**src/hw/rtl/i2cm_pkg.sv**
```systemverilog
`default_nettype none
package i2cm_pkg;

  localparam int unsigned CFG_IDX_W = 2;

  localparam logic [CFG_IDX_W-1:0] CFG_ACK_TIMEOUT     = CFG_IDX_W'(0);
  localparam logic [CFG_IDX_W-1:0] CFG_TICKS_PER_PHASE = CFG_IDX_W'(1);

  localparam logic [7:0] ACK_TIMEOUT_RST     = 8'd250;
  localparam logic [7:0] TICKS_PER_PHASE_RST = 8'd1;

  typedef enum logic [2:0] {
    FN_TICK     = 3'd0,
    FN_START    = 3'd1,
    FN_STOP     = 3'd2,
    FN_SEND     = 3'd3,
    FN_READ     = 3'd4,
    FN_WAIT_ACK = 3'd5
  } func_t;

  typedef enum logic [4:0] {
    PH_IDLE    = 5'd0,
    PH_ST_A    = 5'd1,
    PH_ST_B    = 5'd2,
    PH_SP_A    = 5'd3,
    PH_SP_B    = 5'd4,
    PH_TX_HI   = 5'd5,
    PH_TX_LO   = 5'd6,
    PH_RX_LO   = 5'd7,
    PH_RX_HI   = 5'd8,
    PH_AK_LO   = 5'd9,
    PH_AK_HI   = 5'd10,
    PH_WA_A    = 5'd11,
    PH_WA_B    = 5'd12,
    PH_WA_POLL = 5'd13
  } phase_t;

endpackage
`default_nettype wire

```
**src/hw/rtl/i2cm_in_if.sv**
```systemverilog
`default_nettype none
interface i2cm_in_if;
  logic       valid;
  logic       ready;
  logic [2:0] func;
  logic [7:0] data_byte;
  logic       send_ack;
  logic       sda_in;

  modport source (output valid, func, data_byte, send_ack, sda_in, input ready);
  modport sink (input valid, func, data_byte, send_ack, sda_in, output ready);
endinterface
`default_nettype wire

```
**src/hw/rtl/i2cm_out_if.sv**
```systemverilog
`default_nettype none
interface i2cm_out_if;
  logic       valid;
  logic       ready;
  logic       scl_level;
  logic       sda_level;
  logic       sda_driven;
  logic       busy_res;
  logic       done_res;
  logic [7:0] rx_byte;
  logic       ack_missing;
  logic       rejected;

  modport source (
    output valid, scl_level, sda_level, sda_driven, busy_res, done_res, rx_byte,
           ack_missing, rejected,
    input  ready
  );
  modport sink (
    input  valid, scl_level, sda_level, sda_driven, busy_res, done_res, rx_byte,
           ack_missing, rejected,
    output ready
  );
endinterface
`default_nettype wire

```
**src/hw/rtl/i2cm_cfg_if.sv**
```systemverilog
`default_nettype none
interface i2cm_cfg_if;
  import i2cm_pkg::*;
  logic                 valid;
  logic                 ready;
  logic [CFG_IDX_W-1:0] index;
  logic [7:0]           data;

  modport source (output valid, index, data, input ready);
  modport sink (input valid, index, data, output ready);
endinterface
`default_nettype wire

```
**src/hw/rtl/i2c_master_bit_engine.sv**
```systemverilog
// An input word's result word is registered and shows in the cycle after acceptance.
// Throughput: one word per cycle unless a result waits untaken; the sequencer steps
// at most once per word, next state from one pass between state and result registers.
// Reset (rst_n low, synchronous): sequencer idle, SCL and SDA high and driven,
// ack_timeout 250, ticks_per_phase 1, no result word pending.
`default_nettype none
module i2c_master_bit_engine (
  input  wire logic clk,
  input  wire logic rst_n,
  i2cm_in_if.sink   in_ch,
  i2cm_out_if.source out_ch,
  i2cm_cfg_if.sink  cfg_ch
);
  import i2cm_pkg::*;

  logic [7:0] ack_timeout_r;
  logic [7:0] ticks_per_phase_r;

  phase_t     phase_r, phase_nxt;
  logic [3:0] bit_index_r, bit_index_nxt;
  logic [7:0] shift_byte_r, shift_byte_nxt;
  logic [7:0] wait_count_r, wait_count_nxt;
  logic [7:0] tick_div_r, tick_div_nxt;
  logic       scl_r, scl_nxt;
  logic       sda_r, sda_nxt;
  logic       sda_oe_r, sda_oe_nxt;
  logic       ack_flag_r, ack_flag_nxt;
  logic       ack_choice_r, ack_choice_nxt;
  logic [7:0] rx_last_r, rx_last_nxt;
  logic       done_nxt, rej_nxt;

  logic       out_valid_r;
  logic       in_acc;
  logic       idle;
  logic       is_tick;
  logic       is_cmd;
  func_t      func;
  logic [7:0] lim;
  logic [7:0] div_inc;
  logic       per_over;
  logic       last_bit;
  logic       wait_expired;

  assign cfg_ch.ready = 1'b1;

  always_ff @(posedge clk) begin
    if (!rst_n) begin
      ack_timeout_r     <= ACK_TIMEOUT_RST;
      ticks_per_phase_r <= TICKS_PER_PHASE_RST;
    end else if (cfg_ch.valid) begin
      unique case (cfg_ch.index)
        CFG_ACK_TIMEOUT:     ack_timeout_r     <= cfg_ch.data;
        CFG_TICKS_PER_PHASE: ticks_per_phase_r <= cfg_ch.data;
        default: ;
      endcase
    end
  end

  assign in_ch.ready = !out_valid_r || out_ch.ready;
  assign in_acc      = in_ch.valid && in_ch.ready;

  assign func         = func_t'(in_ch.func);
  assign idle         = (phase_r == PH_IDLE);
  assign is_tick      = (func == FN_TICK);
  assign is_cmd       = (in_ch.func >= 3'(FN_START)) && (in_ch.func <= 3'(FN_WAIT_ACK));
  assign lim          = (ticks_per_phase_r == 8'd0) ? 8'd1 : ticks_per_phase_r;
  assign div_inc      = tick_div_r + 8'd1;
  assign per_over     = (div_inc >= lim);
  assign last_bit     = (bit_index_r >= 4'd7);
  assign wait_expired = (wait_count_r >= ack_timeout_r);

  always_comb begin
    phase_nxt = phase_r;
    if (in_acc && is_tick && !idle) begin
      unique case (phase_r)
        PH_ST_A:  if (per_over) phase_nxt = PH_ST_B;
        PH_ST_B:  if (per_over) phase_nxt = PH_IDLE;
        PH_SP_A:  if (per_over) phase_nxt = PH_SP_B;
        PH_SP_B:  if (per_over) phase_nxt = PH_IDLE;
        PH_TX_HI: if (per_over) phase_nxt = PH_TX_LO;
        PH_TX_LO: if (per_over) phase_nxt = last_bit ? PH_IDLE : PH_TX_HI;
        PH_RX_LO: if (per_over) phase_nxt = PH_RX_HI;
        PH_RX_HI: if (per_over) phase_nxt = last_bit ? PH_AK_LO : PH_RX_LO;
        PH_AK_LO: if (per_over) phase_nxt = PH_AK_HI;
        PH_AK_HI: if (per_over) phase_nxt = PH_IDLE;
        PH_WA_A:  if (per_over) phase_nxt = PH_WA_B;
        PH_WA_B:  if (per_over) phase_nxt = PH_WA_POLL;
        PH_WA_POLL: begin
          if (!in_ch.sda_in) begin
            phase_nxt = PH_IDLE;
          end else if (wait_expired) begin
            phase_nxt = PH_SP_A;
          end
        end
        default: phase_nxt = PH_IDLE;
      endcase
    end else if (in_acc && is_cmd && idle) begin
      unique case (func)
        FN_START:    phase_nxt = PH_ST_A;
        FN_STOP:     phase_nxt = PH_SP_A;
        FN_SEND:     phase_nxt = PH_TX_HI;
        FN_READ:     phase_nxt = PH_RX_LO;
        FN_WAIT_ACK: phase_nxt = PH_WA_A;
        default:     phase_nxt = phase_r;
      endcase
    end
  end

  always_comb begin
    bit_index_nxt  = bit_index_r;
    shift_byte_nxt = shift_byte_r;
    wait_count_nxt = wait_count_r;
    tick_div_nxt   = tick_div_r;
    scl_nxt        = scl_r;
    sda_nxt        = sda_r;
    sda_oe_nxt     = sda_oe_r;
    ack_flag_nxt   = ack_flag_r;
    ack_choice_nxt = ack_choice_r;
    rx_last_nxt    = rx_last_r;
    done_nxt       = 1'b0;
    rej_nxt        = 1'b0;
    if (in_acc && is_tick && !idle) begin
      if (phase_r != PH_WA_POLL) begin
        tick_div_nxt = per_over ? 8'd0 : div_inc;
      end
      unique case (phase_r)
        PH_ST_A:  if (per_over) sda_nxt = 1'b0;
        PH_ST_B: begin
          if (per_over) begin
            scl_nxt  = 1'b0;
            done_nxt = 1'b1;
          end
        end
        PH_SP_A: begin
          if (per_over) begin
            sda_nxt = 1'b1;
            scl_nxt = 1'b1;
          end
        end
        PH_SP_B:  if (per_over) done_nxt = 1'b1;
        PH_TX_HI: if (per_over) scl_nxt = 1'b0;
        PH_TX_LO: begin
          if (per_over) begin
            if (last_bit) begin
              done_nxt = 1'b1;
            end else begin
              bit_index_nxt  = bit_index_r + 4'd1;
              sda_nxt        = shift_byte_r[7];
              shift_byte_nxt = {shift_byte_r[6:0], 1'b0};
              scl_nxt        = 1'b1;
            end
          end
        end
        PH_RX_LO: begin
          if (per_over) begin
            scl_nxt        = 1'b1;
            shift_byte_nxt = {shift_byte_r[6:0], in_ch.sda_in};
          end
        end
        PH_RX_HI: begin
          if (per_over) begin
            scl_nxt = 1'b0;
            if (last_bit) begin
              rx_last_nxt = shift_byte_r;
              sda_oe_nxt  = 1'b1;
              sda_nxt     = !ack_choice_r;
            end else begin
              bit_index_nxt = bit_index_r + 4'd1;
            end
          end
        end
        PH_AK_LO: if (per_over) scl_nxt = 1'b1;
        PH_AK_HI: begin
          if (per_over) begin
            scl_nxt  = 1'b0;
            done_nxt = 1'b1;
          end
        end
        PH_WA_A:  if (per_over) scl_nxt = 1'b1;
        PH_WA_B:  if (per_over) wait_count_nxt = 8'd0;
        PH_WA_POLL: begin
          if (!in_ch.sda_in) begin
            scl_nxt      = 1'b0;
            ack_flag_nxt = 1'b0;
            tick_div_nxt = 8'd0;
            done_nxt     = 1'b1;
          end else if (wait_expired) begin
            ack_flag_nxt = 1'b1;
            sda_oe_nxt   = 1'b1;
            sda_nxt      = 1'b0;
            scl_nxt      = 1'b0;
            tick_div_nxt = 8'd0;
          end else begin
            wait_count_nxt = wait_count_r + 8'd1;
          end
        end
        default: tick_div_nxt = 8'd0;
      endcase
    end else if (in_acc && is_cmd) begin
      if (!idle) begin
        rej_nxt = 1'b1;
      end else begin
        tick_div_nxt  = 8'd0;
        bit_index_nxt = 4'd0;
        unique case (func)
          FN_START: begin
            sda_oe_nxt = 1'b1;
            sda_nxt    = 1'b1;
            scl_nxt    = 1'b1;
          end
          FN_STOP: begin
            sda_oe_nxt = 1'b1;
            sda_nxt    = 1'b0;
            scl_nxt    = 1'b0;
          end
          FN_SEND: begin
            sda_oe_nxt     = 1'b1;
            sda_nxt        = in_ch.data_byte[7];
            shift_byte_nxt = {in_ch.data_byte[6:0], 1'b0};
            scl_nxt        = 1'b1;
          end
          FN_READ: begin
            sda_oe_nxt     = 1'b0;
            sda_nxt        = 1'b1;
            scl_nxt        = 1'b0;
            shift_byte_nxt = 8'd0;
            ack_choice_nxt = in_ch.send_ack;
          end
          FN_WAIT_ACK: begin
            sda_oe_nxt     = 1'b0;
            sda_nxt        = 1'b1;
            ack_flag_nxt   = 1'b0;
            wait_count_nxt = 8'd0;
          end
          default: ;
        endcase
      end
    end
  end

  always_ff @(posedge clk) begin
    if (!rst_n) begin
      phase_r      <= PH_IDLE;
      bit_index_r  <= 4'd0;
      shift_byte_r <= 8'd0;
      wait_count_r <= 8'd0;
      tick_div_r   <= 8'd0;
      scl_r        <= 1'b1;
      sda_r        <= 1'b1;
      sda_oe_r     <= 1'b1;
      ack_flag_r   <= 1'b0;
      ack_choice_r <= 1'b0;
      rx_last_r    <= 8'd0;
      out_valid_r  <= 1'b0;
    end else begin
      phase_r      <= phase_nxt;
      bit_index_r  <= bit_index_nxt;
      shift_byte_r <= shift_byte_nxt;
      wait_count_r <= wait_count_nxt;
      tick_div_r   <= tick_div_nxt;
      scl_r        <= scl_nxt;
      sda_r        <= sda_nxt;
      sda_oe_r     <= sda_oe_nxt;
      ack_flag_r   <= ack_flag_nxt;
      ack_choice_r <= ack_choice_nxt;
      rx_last_r    <= rx_last_nxt;
      if (in_acc) begin
        out_valid_r <= 1'b1;
      end else if (out_ch.ready) begin
        out_valid_r <= 1'b0;
      end
    end
  end

  logic       done_r;
  logic       rej_r;
  logic       busy_r;

  always_ff @(posedge clk) begin
    if (in_acc) begin
      done_r <= done_nxt;
      rej_r  <= rej_nxt;
      busy_r <= (phase_nxt != PH_IDLE);
    end
  end

  assign out_ch.valid       = out_valid_r;
  assign out_ch.scl_level   = scl_r;
  assign out_ch.sda_level   = sda_r;
  assign out_ch.sda_driven  = sda_oe_r;
  assign out_ch.busy_res    = busy_r;
  assign out_ch.done_res    = done_r;
  assign out_ch.rx_byte     = rx_last_r;
  assign out_ch.ack_missing = ack_flag_r;
  assign out_ch.rejected    = rej_r;

endmodule
`default_nettype wire

```
**src/flat_wrapper.sv**
```systemverilog
// flat-port wrapper written by rule: the top's interface ports become plain ports
module i2c_master_bit_engine_flat import i2cm_pkg::*;
  (clk, rst_n, in_ch_valid, in_ch_func, in_ch_data_byte, in_ch_send_ack, in_ch_sda_in, in_ch_ready, out_ch_valid, out_ch_scl_level, out_ch_sda_level, out_ch_sda_driven, out_ch_busy_res, out_ch_done_res, out_ch_rx_byte, out_ch_ack_missing, out_ch_rejected, out_ch_ready, cfg_ch_valid, cfg_ch_index, cfg_ch_data, cfg_ch_ready);
  i2cm_in_if in_ch_i ();
  i2cm_out_if out_ch_i ();
  i2cm_cfg_if cfg_ch_i ();
  input  wire logic clk;
  input  wire logic rst_n;
  input wire logic [$bits(in_ch_i.valid)-1:0] in_ch_valid;
  input wire logic [$bits(in_ch_i.func)-1:0] in_ch_func;
  input wire logic [$bits(in_ch_i.data_byte)-1:0] in_ch_data_byte;
  input wire logic [$bits(in_ch_i.send_ack)-1:0] in_ch_send_ack;
  input wire logic [$bits(in_ch_i.sda_in)-1:0] in_ch_sda_in;
  output wire logic [$bits(in_ch_i.ready)-1:0] in_ch_ready;
  output wire logic [$bits(out_ch_i.valid)-1:0] out_ch_valid;
  output wire logic [$bits(out_ch_i.scl_level)-1:0] out_ch_scl_level;
  output wire logic [$bits(out_ch_i.sda_level)-1:0] out_ch_sda_level;
  output wire logic [$bits(out_ch_i.sda_driven)-1:0] out_ch_sda_driven;
  output wire logic [$bits(out_ch_i.busy_res)-1:0] out_ch_busy_res;
  output wire logic [$bits(out_ch_i.done_res)-1:0] out_ch_done_res;
  output wire logic [$bits(out_ch_i.rx_byte)-1:0] out_ch_rx_byte;
  output wire logic [$bits(out_ch_i.ack_missing)-1:0] out_ch_ack_missing;
  output wire logic [$bits(out_ch_i.rejected)-1:0] out_ch_rejected;
  input wire logic [$bits(out_ch_i.ready)-1:0] out_ch_ready;
  input wire logic [$bits(cfg_ch_i.valid)-1:0] cfg_ch_valid;
  input wire logic [$bits(cfg_ch_i.index)-1:0] cfg_ch_index;
  input wire logic [$bits(cfg_ch_i.data)-1:0] cfg_ch_data;
  output wire logic [$bits(cfg_ch_i.ready)-1:0] cfg_ch_ready;
  assign in_ch_i.valid = in_ch_valid;
  assign in_ch_i.func = in_ch_func;
  assign in_ch_i.data_byte = in_ch_data_byte;
  assign in_ch_i.send_ack = in_ch_send_ack;
  assign in_ch_i.sda_in = in_ch_sda_in;
  assign in_ch_ready = in_ch_i.ready;
  assign out_ch_valid = out_ch_i.valid;
  assign out_ch_scl_level = out_ch_i.scl_level;
  assign out_ch_sda_level = out_ch_i.sda_level;
  assign out_ch_sda_driven = out_ch_i.sda_driven;
  assign out_ch_busy_res = out_ch_i.busy_res;
  assign out_ch_done_res = out_ch_i.done_res;
  assign out_ch_rx_byte = out_ch_i.rx_byte;
  assign out_ch_ack_missing = out_ch_i.ack_missing;
  assign out_ch_rejected = out_ch_i.rejected;
  assign out_ch_i.ready = out_ch_ready;
  assign cfg_ch_i.valid = cfg_ch_valid;
  assign cfg_ch_i.index = cfg_ch_index;
  assign cfg_ch_i.data = cfg_ch_data;
  assign cfg_ch_ready = cfg_ch_i.ready;
  i2c_master_bit_engine u_core (.clk(clk), .rst_n(rst_n), .in_ch(in_ch_i), .out_ch(out_ch_i), .cfg_ch(cfg_ch_i));
endmodule
```
**config.mk**
```make
export PLATFORM = sky130hd
export DESIGN_NAME = i2c_master_bit_engine_flat
export DESIGN_NICKNAME = d
export VERILOG_FILES = /design/src/hw/rtl/i2cm_pkg.sv /design/src/hw/rtl/i2cm_in_if.sv /design/src/hw/rtl/i2cm_out_if.sv /design/src/hw/rtl/i2cm_cfg_if.sv /design/src/hw/rtl/i2c_master_bit_engine.sv /design/src/flat_wrapper.sv
export SDC_FILE = /design/constraint.sdc
export NUM_CORES = 1
export LEC_CHECK = 0
export ABC_AREA = 1
export BUFFER_PORTS_ARGS = -buffer_cell sky130_fd_sc_hd__buf_4
export CORE_ASPECT_RATIO = 0.5
export CORE_MARGIN = 1.5
export CORE_UTILIZATION = 60
export DETAILED_ROUTE_END_ITERATION = 10
export PLACE_DENSITY = 0.86
export SLEW_MARGIN = 20
export SYNTH_ARGS = -nofsm -noshare
export SYNTH_HDL_FRONTEND = slang
export SYNTH_SLANG_ARGS = --single-unit
```
**constraint.sdc**
```tcl
create_clock -name clk -period 5.8 [get_ports clk]
set_input_delay 1.16 -clock clk [delete_from_list [all_inputs] [get_ports clk]]
set_output_delay 1.16 -clock clk [all_outputs]
set_load 0.01 [all_outputs]
```
==> key figures <==
Setup path
  • Kind of critical path: reg -> reg
  • CP Capture Type: flop
  • Slowest stage cell, crit path: dfxtp_1
  • Crit Reg-Reg Startpoint: u_core.tick_div_r[0]$_SDFFE_PN0P_
  • WP data required: between 5 and 6 ns
  • Crit path launch: u_core.tick_div_r[0]$_SDFFE_PN0P_
  • Crit path launch type: flop
  • Crit path max fanout: 9
  • Delay of the slowest critical-path stage: 0.37 ns
  • CP Cell Sequence: inv_1 -> nor2_1 -> nand4_1 -> o21ai_0 -> nand2b_1 -> ha_1 -> a21oi_1 -> o21a_1 -> nand2_1 -> inv_1 -> nand2_1 -> nand2_1 -> nand2_1 -> nand2_1 -> nand2_1 -> nor2_1 -> nand3_1
  • WP data arrival: between 3 and 4 ns
  • Most used cell, CP: nand2_1

Placed design
  • Buffers on Ports: 44
  • Placed insts: a little under 800
  • Placed inst area: about 4600 sq um
  • GP Congestion: 0.946
  • Final HPWL DP: 7700 microns

GRT
  • Gr ovfl total: 0
  • Pin count of the biggest net entering global routing: 44
  • Global-route wire length before repair: roughly 18000 microns
  • Tot GR Track Use: 29.7%
  • Initial antenna violation count: 0
  • Vias in the first global route: slightly below 4000

Timing
  • Worst-Margin Slew: 0.580 ns
  • Max-slew headroom: 61.2%
  • Post-layout min period: 3.09 ns
  • Clock skew: 0.00290 ns
  • Fmax: between 300 and 400 MHz
  • Unrepaired setup endpoints after global routing: no
  • Final period util: 53.2%
  • Setup Viol. Count Final: 0
  • Slew Viols, Final: 0
  • Fin Setup TNS: 0 ns
  • Fin. Hold Viols: 0

Clock network
  • CTS Buf Count: 9
  • Post-CTS resize count: 0
  • CTS Hold Buffers Added: 0
  • # Post-CTS Setup Buffers: 0
  • Worst skew pair latency: ~0.33 ns
  • TritonCTS clock tree: done
  • CTS max path bufs: 2
  • Clock net sink count: 66
  • Clk Tree Root Cell: clkbuf_16
  • Worst-path clk slew: 0.05 ns
  • CTS H-tree depth: 3

Power and ir drop
  • Cell-internal power: ~880 uW
  • Comb pwr share: roughly 16%
  • Clock share of power: about 44%
  • Sequential share of power: approximately two fifths
  • Switch Pwr: roughly 340 uW
  • P_leak: around 2.4 nW
  • Maximum vdd drop: between 0.15 and 0.2 mV
  • Pwr/cell area: between 200 and 300 nW/um^2
  • Switch share: ~28%

Final layout
  • Commonest non-fill, non-tap cell in the layout: nand2_1
  • Final Non-Filler Cells: between 700 and 800
  • Share of cells above drive strength 1: 12.8%
  • Fin nets: ~740
  • Finished Cell Area: 4870 sq um
  • Antenna Cells: 0
  • Most frequent cells in the layout: nand2_1, nor2_1, inv_1
  • Area Growth Syn to Fin: 15.2%
  • Fillers: about 580

Floorplan
  • Die ar.: around 7600 sq um
  • Starting Density: roughly 63%
  • Number of I/O pins: 46
  • Num rows: 21
  • Core area: 6750 sq um
  • Chip Width: roughly 120 microns
  • Die H: 62.4 microns

Synthesis
  • Synth cell types: 41
  • Top-area cell type share of the netlist area: around 30%
  • Ys flop type: dfxtp_1
  • Yosys top cell by area: dfxtp_1
  • Flops & latches, synth: 66
  • Synth Area in Adders: 6.51%
  • Simple-gate portion of the synthesized area: 35.3%
  • Syn Nets: ~700
  • Top post-synthesis cells by area: dfxtp_1, nand2_1, nor2_1
  • Post-synthesis mux area share: 0%
  • Post-Syn Area: between 4000 and 5000 sq um
  • EDFF count, synth: 3
  • Synth Area in Compound Gates: between 10 and 15%
  • Synth Warn #: 0
  • Mean Syn Cell Area: 6.49 sq um
  • Syn Inst Count: ~650
  • Register area share after synthesis: between 30% and 40%
  • Async set-reset flop share out of synthesis: 0%
  • Main combinational cell family by area after synthesis: simple AND/OR/NAND/NOR gates
  • Synth Area in XOR/XNOR: between 1 and 1.5%

Detailed routing
  • DR DRC count: 0
  • First-pass DRT Iterations: 5
  • DR WL/cell: between 10 and 15 microns
  • Final WL: about 10000 microns
  • Starting DRT DRC Count: 428
  • Routed Antenna Nets: 0
  • Vias: between 4000 and 5000
  • Vias per cell: between 5 and 6

Outcome
  • Status: complete, no violations

Flow run
  • MaxCap Viol Count: 0

Min path
  • Min-delay src: u_core.out_ch.rx_byte[6]$_SDFFE_PN0P_
  • Worst Hold Class: reg -> reg
## area by class of cell
cell class	instances	area (sq um)	share of cell area (%)
Inverter	86	325	6.68
Clock inverter	1	5.00	0.103
Multi-Input combinational cell	481	2450	50.4
Clock buffer	15	289	5.94
Tap cell	92	115	2.36
Timing Repair Buffer	44	330	6.78
Sequential cell	66	1350	27.8
## final timing paths
path | to | slack (ns) | depth (start not counted)
worst max register to register | u_core.out_ch.busy_res$_DFFE_PP_ | 2.71 | 17
worst min-delay path | u_core.out_ch.rx_byte[6]$_SDFFE_PN0P_ | 0.44 | 2
worst max-delay path | u_core.out_ch.busy_res$_DFFE_PP_ | 2.71 | 17
worst min register to register | u_core.out_ch.rx_byte[6]$_SDFFE_PN0P_ | 0.44 | 2
## synthesized netlist by cell type, drive strengths merged, types with 2 or more instances
cell type  count
nand4         18
nand2        178
o211ai        11
nand3         34
edfxtp         3
o21a           2
xor2           5
clkbuf        10
nand3b         2
a21oi         46
nor3          11
nor4           2
xnor2          2
dfxtp         63
a31oi          4
clkinv         2
buf            8
ha            22
inv           84
nor2          93
o21ai         45
## routing by layer
layer	routed length, microns	vias to the layer above	GRT usage [%]
li1	-	2183	-
met1	4840	1904	40.0
met2	4480	155	45.8
met3	904	22	8.64
met4	183	0	9.71
met5	0	-	0
## critical path: cells and delay by family (launching register included)
family	cells	cell delay [ns]
compound gates	3	0.48
simple gates	11	1.26
buf+inv	2	0.38
flops	1	0.37
fa+ha+maj	1	0.32
## state kept, by name, indices dropped and copies added (netlist names)
register                   cells
u_core.ack_timeout_r           8
u_core.out_ch.rx_byte          8
u_core.shift_byte_r            8
u_core.tick_div_r              8
u_core.ticks_per_phase_r       8
u_core.wait_count_r            8
u_core.phase_r                 5
u_core.bit_index_r             4
u_core.ack_choice_r            1
u_core.out_ch.ack_missing      1
u_core.out_ch.busy_res         1
u_core.out_ch.done_res         1
u_core.out_ch.rejected         1
u_core.out_ch.scl_level        1
u_core.out_ch.sda_driven       1
u_core.out_ch.sda_level        1
u_core.out_ch.valid            1
## per-stage QoR
stage / setup WS [ns] / hold WS, ns / util, % / power (mW)
2_1_floorplan: 3.17 / 0.428 / - / 0.634
3_3_place_gp: 2.64 / 0.435 / 67.7 / 0.689
3_5_place_dp: 2.58 / 0.436 / 67.7 / 0.692
4_1_cts: 2.75 / 0.445 / 72.1 / 1.22
5_1_grt: 2.39 / 0.466 / 72.1 / 1.28
6_report: 2.71 / 0.441 / 72.1 / 1.22
## power by group through the flow
stage | Sequential (mW) | Combinational, mW | Clock, mW
after floorplan | 0.496 | 0.138 | 0
after global placement | 0.498 | 0.191 | 0
after detailed placement | 0.497 | 0.194 | 0
after CTS | 0.488 | 0.196 | 0.538
after global routing | 0.490 | 0.224 | 0.564
final | 0.489 | 0.200 | 0.533
## logic make-up after synthesis
| logic type | after synthesis |
|---|---|
| buf+inv | 104 |
| flops | 66 |
| simple gates | 340 |
| other cells | 1 |
| compound gates | 111 |
| fa+ha+maj | 22 |
| xor+xnor | 7 |
(Power assumes the default switching activity.)
